### config.mk
export PLATFORM = sky130hd
export DESIGN_NAME = wopu_front
export DESIGN_NICKNAME = d
export VERILOG_FILES = /design/src/rtl/core/wopu_pkg.sv /design/src/rtl/core/wopu_front.sv
export SDC_FILE = /design/constraint.sdc
export NUM_CORES = 2
export LEC_CHECK = 0
export BUFFER_PORTS_ARGS = -buffer_cell sky130_fd_sc_hd__buf_2
export CAP_MARGIN = 20
export CORE_ASPECT_RATIO = 1.2
export CORE_MARGIN = 5
export CORE_UTILIZATION = 44
export DETAILED_ROUTE_END_ITERATION = 12
export SLEW_MARGIN = 20
export SYNTH_ARGS = -nofsm -noshare
export SYNTH_HDL_FRONTEND = slang
export SYNTH_SLANG_ARGS = --single-unit
### constraint.sdc
create_clock -name clock -period 7.25 [get_ports clock]
set_input_delay 0.725 -clock clock [delete_from_list [all_inputs] [get_ports clock]]
set_output_delay 0.725 -clock clock [all_outputs]
set_load 0.01 [all_outputs]
### src/rtl/core/wopu_pkg.sv
`default_nettype none
package wopu_pkg;
   localparam int CORDIC_STEPS = 24;
   localparam int NSTEP = (CORDIC_STEPS > 32) ? 32 : CORDIC_STEPS;
   localparam int STEP_W = $clog2(NSTEP + 1);
   localparam logic [31:0] DIST_RESET = 32'd1640752;
   localparam logic [31:0] TURN_RESET = 32'd290146;
   localparam logic [0:0] CSR_DIST = 1'b0;
   localparam logic [0:0] CSR_TURN = 1'b1;
   localparam logic signed [33:0] CORDIC_X0 = 34'sd652032874;
   localparam logic signed [47:0] POS_MAX = 48'sh7FFF_FFFF_FFFF;
   localparam logic signed [47:0] POS_MIN = 48'sh8000_0000_0000;

   typedef struct packed {
      logic signed [47:0] travel;
      logic [31:0]        turn;
      // floor(turn / 2) taken from the full-width signed turn
      logic [31:0]        half;
   } job_type;

   function automatic logic [31:0] atan_turn(input logic [4:0] i);
      logic [31:0] r;
      case (i)
         5'd0: r = 32'h20000000; 5'd1: r = 32'h12E4051E;
         5'd2: r = 32'h09FB385B; 5'd3: r = 32'h051111D4;
         5'd4: r = 32'h028B0D43; 5'd5: r = 32'h0145D7E1;
         5'd6: r = 32'h00A2F61E; 5'd7: r = 32'h00517C55;
         5'd8: r = 32'h0028BE53; 5'd9: r = 32'h00145F2F;
         5'd10: r = 32'h000A2F98; 5'd11: r = 32'h000517CC;
         5'd12: r = 32'h00028BE6; 5'd13: r = 32'h000145F3;
         5'd14: r = 32'h0000A2FA; 5'd15: r = 32'h0000517D;
         5'd16: r = 32'h000028BE; 5'd17: r = 32'h0000145F;
         5'd18: r = 32'h00000A30; 5'd19: r = 32'h00000518;
         5'd20: r = 32'h0000028C; 5'd21: r = 32'h00000146;
         5'd22: r = 32'h000000A3; 5'd23: r = 32'h00000051;
         5'd24: r = 32'h00000029; 5'd25: r = 32'h00000014;
         5'd26: r = 32'h0000000A; 5'd27: r = 32'h00000005;
         5'd28: r = 32'h00000003; 5'd29: r = 32'h00000001;
         5'd30: r = 32'h00000001; default: r = 32'h00000000;
      endcase
      return r;
   endfunction
endpackage
`default_nettype wire

### src/rtl/core/wopu_front.sv
`default_nettype none
module wopu_front import wopu_pkg::*; (
   input  wire logic        clock,
   input  wire logic        reset,
   input  wire logic        req_valid,
   output logic             req_stall,
   input  wire logic        req_wheel_select,
   input  wire logic signed [15:0] req_tick_delta,
   input  wire logic        csr_valid,
   output logic             csr_ready,
   input  wire logic        csr_index,
   input  wire logic [31:0] csr_data,
   output logic             job_valid,
   input  wire logic        job_take,
   output job_type          job
);
   // two-entry queue of multiplied jobs; a multiply stage feeds it
   logic [31:0] dist_ff, turn_ff;
   logic        mul_v_ff;
   logic        mul_r_ff;
   logic signed [15:0] mul_t_ff;
   job_type     q_ff [2];
   logic [1:0]  cnt_ff;
   logic        rd_ff, wr_ff;
   logic signed [47:0] p_w;
   logic signed [47:0] a_w;
   logic signed [47:0] as_w;
   logic        push;

   assign csr_ready = 1'b1;
   // hold input while the multiply stage is busy or the queue is full
   assign req_stall = mul_v_ff || (cnt_ff == 2'd2);
   assign p_w = 48'(mul_t_ff * $signed({1'b0, dist_ff}));
   assign a_w = 48'(mul_t_ff * $signed({1'b0, turn_ff}));
   assign as_w = mul_r_ff ? a_w : -a_w;
   assign push = mul_v_ff;
   assign job_valid = (cnt_ff != 2'd0);
   assign job = q_ff[rd_ff];

   always_ff @(posedge clock) begin
      if (reset) begin
         dist_ff <= DIST_RESET; turn_ff <= TURN_RESET;
         mul_v_ff <= 1'b0; cnt_ff <= '0; rd_ff <= 1'b0; wr_ff <= 1'b0;
      end else begin
         if (csr_valid) begin
            if (csr_index == CSR_DIST) dist_ff <= csr_data;
            else turn_ff <= csr_data;
         end
         mul_v_ff <= req_valid && !req_stall;
         if (push) wr_ff <= ~wr_ff;
         if (job_take && job_valid) rd_ff <= ~rd_ff;
         cnt_ff <= cnt_ff + 2'(push) - 2'(job_take && job_valid);
      end
      if (req_valid && !req_stall) begin
         mul_t_ff <= req_tick_delta; mul_r_ff <= req_wheel_select;
      end
      if (push) begin
         q_ff[wr_ff].travel <= p_w;
         q_ff[wr_ff].turn <= as_w[31:0];
         q_ff[wr_ff].half <= as_w[32:1];
      end
   end

   assert property (@(posedge clock) disable iff (reset) cnt_ff != 2'd3)
      else $error("queue overfill");
   assert property (@(posedge clock) disable iff (reset)
      cnt_ff == 2'd2 |-> !push) else $error("push into full queue");
   assert property (@(posedge clock) disable iff (reset)
      mul_v_ff |-> req_stall) else $error("accept during multiply");
endmodule
`default_nettype wire

### Word-level counts from Yosys, hierarchy flattened

Memories as Yosys holds them, arrays and structs flattened. A register that Yosys moved wholly into a read port is not among the register bits.
Cells that the tools add are included.

* bits in registers: 86
* latch bits: 0
* bits in writable memories: 224
* memory bits (read-only): 0
* memories kept: 1

Memories
* q_ff: depth 2, width 112, read ports 1, clocked after Yosys merged registers in 1, write ports 1, line wopu_front.sv:22 `job_type q_ff [2];`

* add/sub/neg operators: 3
* multiply operators: 2
* divide/modulo/power cells: 0
* magnitude comparators: 0
* equality and inequality tests: 1
* shift-type cells: 0
* multiplexer cells: 5
* bitwise logic cells: 3
* reductions and logical operators: 7

Operators by type and width (count)
* multiplier 16 x 33 -> 48 bit: 1
* multiplier 16 x 33 -> 33 bit: 1
* two-way mux 33 bit: 1
* negator 33 bit: 1
* two-way mux 1 bit: 4
* AND reduction 2 bit: 2
* NOT 1 bit: 3
* adder 2 x 1 -> 2 bit: 1
* == test 2 bit (second input constant): 1
* logical AND 1 bit: 2
* nonzero test 2 bit: 1
* subtractor 2 x 1 -> 2 bit: 1
* logical NOT 1 bit: 1
* logical OR 1 bit: 1

### Longest topological paths before layout

* depth after elaboration: 4
* mapped depth: 27
* depth with buffers taken out: 24

### Least setup slack after synthesis

OpenSTA, ideal clock, no wires.

* path kind: flip-flop to flip-flop
* from: reg mul_t_ff[1]
* to: mem q_ff[0][63] (netlist name), data pin
* setup time: 0.267 ns
* data arrival time: 6.532 ns
* slack: 0.450 ns
* cell stages (with the launch flop): 24
* path through: edfxtp_1 clkbuf_1 clkbuf_1 nand2_1 fa_1 fa_1 fa_1 inv_1 fa_1 fa_1 inv_1 fa_1 inv_1 ha_1 clkbuf_2 and4_4 nand3_2 or4_1 a211o_1 a32oi_2 nand4_1 nor4_1 a31oi_1 xor2_1

* longest elaborated chain between the ends: 3

RTL lines
* from (decl): line wopu_front.sv:21 `logic signed [15:0] mul_t_ff;`
* from (signal assigned): line wopu_front.sv:55 `mul_t_ff <= req_tick_delta; mul_r_ff <= req_wheel_select;`
* multiplier 16 x 33 -> 33 bit *: line wopu_front.sv:34 `assign a_w = 48'(mul_t_ff * $signed({1'b0, turn_ff}));`
* negator 33 bit: line wopu_front.sv:35 `assign as_w = mul_r_ff ? a_w : -a_w;`
* two-way mux 33 bit *: line wopu_front.sv:35
* via as_w[31]: line wopu_front.sv:27 `logic signed [47:0] as_w;`
* to (decl): line wopu_front.sv:22

The timed path passes the listed nets; every way through them passes the cells marked *.

### Worst setup path after layout

* from: reg mul_t_ff[5]
* to: mem q_ff[1][31] (netlist name), data pin

Same word-level chain as after synthesis.

==> tab_implementation.tex <==
\begin{tabular}{lr}
\hline
Metric & Value \\
\hline
\multicolumn{2}{l}{\textbf{Detailed routing}} \\
\quad Antenna-violating nets left & 0 \\
\quad Number of design-rule violations left by the first detailed-router iteration & 1,418 \\
\quad Number of search-and-repair iterations in the first detailed-routing pass & 5 \\
\quad Final wirelength & 100.6 mm \\
\quad Vias & 27,380 \\
\quad Detailed-route vias per instance & 5.085 \\
\quad Final routed DRC violation total & 0 \\
\quad Mean routed wirelength per cell & 18.69 um \\
\multicolumn{2}{l}{\textbf{GRT}} \\
\quad Total routing usage reported by global routing & 0.2171 \\
\quad Via count of the first global-routing pass & 29,720 \\
\quad Pin count of the biggest net entering global routing & 71 \\
\quad Antenna violations before repair & 6 \\
\quad Global-route wire length before repair & 162.4 mm \\
\quad Overflow left after global routing & 0 \\
\multicolumn{2}{l}{\textbf{Placement}} \\
\quad Number of placed cells counting well taps & 5,310 \\
\quad Number of input and output port buffers inserted & 168 \\
\quad Worst slack at placement & 68.23 ps \\
\quad Hpwl dp & 78.99 mm \\
\quad Placer's final routability congestion estimate & 0.8810 \\
\multicolumn{2}{l}{\textbf{Worst setup path}} \\
\quad Longest individual stage delay on the worst path & 510 ps \\
\quad CP endpoint kind & flop \\
\quad Cells along the critical path & buf\_12, and2\_1, fa\_1, inv\_1, fa\_1, fa\_1, inv\_1, fa\_1, fa\_1, inv\_1, fa\_1, inv\_1, ha\_2, and4\_4, a21oi\_2, and3\_1, a211o\_1, buf\_4, o211ai\_1, a41oi\_2, xnor2\_1, nor4\_2, a41oi\_1, xnor2\_1 \\
\quad CP Max Fanout & 37 \\
\quad Crit path kind & reg2reg \\
\quad Required time worst endpoint & 7560 ps \\
\quad Slack of the worst reg-to-reg path & 300 ps \\
\quad Top cell by count, worst path & sky130\_fd\_sc\_hd\_\_fa\_1 \\
\quad Number of buffers and inverters on the critical path & 6 \\
\quad Worst-path cell with the longest stage delay & sky130\_fd\_sc\_hd\_\_fa\_1 \\
\quad Arrival time worst endpoint & 7260 ps \\
\quad Top cell family by delay on the critical path & adder cells \\
\quad Critical path launch point type & flop \\
\multicolumn{2}{l}{\textbf{STA}} \\
\quad Max Slew Vio Count & 0 \\
\quad Worst slew margin relative to its limit & 0.2950 \\
\quad Part of the cycle the worst path needs & 0.9587 \\
\quad Min Tclk post-route & 6951 ps \\
\quad Setup repair after global routing missed its margin & false \\
\quad Smallest setup slack after layout & 299.1 ps \\
\quad Achievable frequency & 143.9 MHz \\
\quad Slew at the pin with the worst max-slew slack & 1057 ps \\
\quad Post-Route Skew & 22.56 ps \\
\quad Accumulated negative setup slack & 0 ps \\
\quad Endpoints failing hold & 0 \\
\quad Setup Viol. Count Final & 0 \\
\quad Hold slack final & 328.9 ps \\
\multicolumn{2}{l}{\textbf{Synth}} \\
\quad Most used flip-flop cell after synthesis & sky130\_fd\_sc\_hd\_\_edfxtp\_1 \\
\quad Cell type with the highest aggregate area in the netlist & sky130\_fd\_sc\_hd\_\_fa\_1 \\
\quad Post-synth EDFFs & 179 \\
\quad Synthesized netlist cell count & 4,102 \\
\quad Register bit total from synthesis & 249 \\
\quad Yosys warning count & 0 \\
\quad Portion of the post-synthesis area used by sequential elements & 0.1743 \\
\quad Synthesized net count & 5,139 \\
\quad Synth top area share & 0.3790 \\
\quad Async SR Flop Fraction & 0 \\
\quad Post-Synthesis Mean Instance Area & 9.478 um\^{}2 \\
\quad Syn Std Cell Area & 38,880 um\^{}2 \\
\quad Most area-consuming cells after synthesis & sky130\_fd\_sc\_hd\_\_fa\_1 (38\%), sky130\_fd\_sc\_hd\_\_edfxtp\_1 (14\%), sky130\_fd\_sc\_hd\_\_inv\_1 (8.4\%) \\
\quad Number of unique standard cell types used by synthesis & 78 \\
\multicolumn{2}{l}{\textbf{Hold path}} \\
\quad Worst min-delay path category & in2reg \\
\multicolumn{2}{l}{\textbf{CTS}} \\
\quad Max Root-Sink Buffers & 3 \\
\quad Number of clock buffers inserted by TritonCTS & 35 \\
\quad Depth of the CTS H-tree & 2 \\
\quad Clock Tree Root & sky130\_fd\_sc\_hd\_\_clkbuf\_16 \\
\quad Number of clock sinks & 249 \\
\quad Clock-pin transition on the worst setup and hold timing paths & 60 ps \\
\quad TritonCTS clock tree & yes \\
\quad Count of hold buffers inserted by post-cts repair & 0 \\
\quad Clock insertion delay at the later pin of the skew report & 580 ps \\
\multicolumn{2}{l}{\textbf{Die}} \\
\quad Die span in y & 335.6 um \\
\quad Starting Density & 0.4433 \\
\quad Core Footprint & 87,700 um\^{}2 \\
\quad Die ar. & 94,430 um\^{}2 \\
\quad Cell row count & 119 \\
\quad Chip Width & 281.4 um \\
\quad Number of ports placed on the die boundary & 170 \\
\multicolumn{2}{l}{\textbf{Run status}} \\
\quad Outcome & complete, no violations \\
\multicolumn{2}{l}{\textbf{Finish}} \\
\quad Net total in the final layout & 5,243 \\
\quad Share of cells above drive strength 1 & 0.1155 \\
\quad Layout overhead on the synthesized area & 9.761\% \\
\quad Final Instance Count excl. Fillers & 5,384 \\
\multicolumn{2}{l}{\textbf{Job}} \\
\quad Number of violations of the max-capacitance limit & 0 \\
\hline
\end{tabular}
==> final cells by class <==
| type | instances | area (um^2) |
|---|---|---|
| diodes | 3 | 7.507 |
| clock inverters | 16 | 151.4 |
| fillers | 8295 | 45020 |
| clock buffers | 47 | 983.4 |
| well taps | 1149 | 1438 |
| repair buffers | 301 | 2133 |
| multi-input cells | 2748 | 27910 |
| flip-flops and latches | 249 | 6785 |
| inverters | 871 | 3269 |
==> layout by cell type (no fill, tap or decap), drive strengths merged, types with 17 or more instances in the layout <==
cell type and instances:
nand2b 40, inv 878, a21o 45, and2 351, mux2 82, edfxtp 179, xnor2 80, clkbuf 50
nand2 696, nor2 79, xor2 45, o21ai 26, nand3b 21, a31oi 18, a21oi 116, fa 736
o21a 17, buf 298, dfxtp 70, ha 246
==> synthesized netlist by cell type, types with 15 or more instances <==
cell	n
sky130_fd_sc_hd__o21ai_0	21
sky130_fd_sc_hd__nand3b_1	21
sky130_fd_sc_hd__nand2b_1	40
sky130_fd_sc_hd__edfxtp_1	179
sky130_fd_sc_hd__xor2_1	45
sky130_fd_sc_hd__nor2_1	79
sky130_fd_sc_hd__ha_1	246
sky130_fd_sc_hd__a21oi_1	114
sky130_fd_sc_hd__nand2_1	696
sky130_fd_sc_hd__inv_1	870
sky130_fd_sc_hd__xnor2_1	80
sky130_fd_sc_hd__mux2_2	82
sky130_fd_sc_hd__buf_4	32
sky130_fd_sc_hd__clkbuf_1	192
sky130_fd_sc_hd__a31oi_1	18
sky130_fd_sc_hd__o21a_1	17
sky130_fd_sc_hd__fa_1	736
sky130_fd_sc_hd__and2_1	351
sky130_fd_sc_hd__nand3_1	15
sky130_fd_sc_hd__dfxtp_1	70
sky130_fd_sc_hd__a21o_1	44
==> layer usage <==
layer	share of wire	wire (um)	GRT usage	up-vias
li1	-	-	-	12490
met1	0.40	40530	0.2749	14000
met2	0.50	50760	0.3820	709
met3	0.060	6012	0.03630	179
met4	0.033	3308	0.06730	2
met5	0.00013	13	0	-
==> path summary, 6_finish.rpt <==
path	startpoint	endpoint	cells past startpoint
max	mul_t_ff[5]	q_ff[1][31]	24
min	req_tick_delta[11]	mul_t_ff[11]	1
max reg2reg	mul_t_ff[5]	q_ff[1][31]	24
min reg2reg	turn_ff[9]	turn_ff[9]	2
==> registers in the layout, summed over array words and instances (netlist names), named ones only <==
register / cells
turn_ff: 32
wr_ff: 1
mul_r_ff: 1
dist_ff: 32
rd_ff: 1
cnt_ff: 2
mul_v_ff: 1
q_ff: 162
mul_t_ff: 16
==> what timing repair did <==
| action | in CTS | in global routing |
|---|---|---|
| endpoints found under the setup margin | 0 | 38 |
| setup buffers | 0 | 5 |
| resized for setup | 0 | 22 |
| hold endpoints to repair | 0 | 0 |
==> stage by stage <==
step,cell area [um^2],util
CTS,42460,0.4841
floorplan,38880,-
finish,42670,0.4866
global route,42670,0.4866
detailed placement,41320,0.4712
global placement,41320,0.4712
==> cell families after synthesis <==
family / after synthesis / share of synthesized area
other: 1 / 0.00009645
buffers and inverters: 1105 / 0.1105
adders and majority gates: 982 / 0.4581
AOI/OAI and AO/OA: 292 / 0.04908
xor gates and xnor gates: 126 / 0.02883
and+or+nand+nor: 1265 / 0.1553
DFF: 249 / 0.1743
muxes: 82 / 0.02375
Power is not shown: default switching activity piles up to over one toggle a cycle in this logic, so the estimate is an artifact.
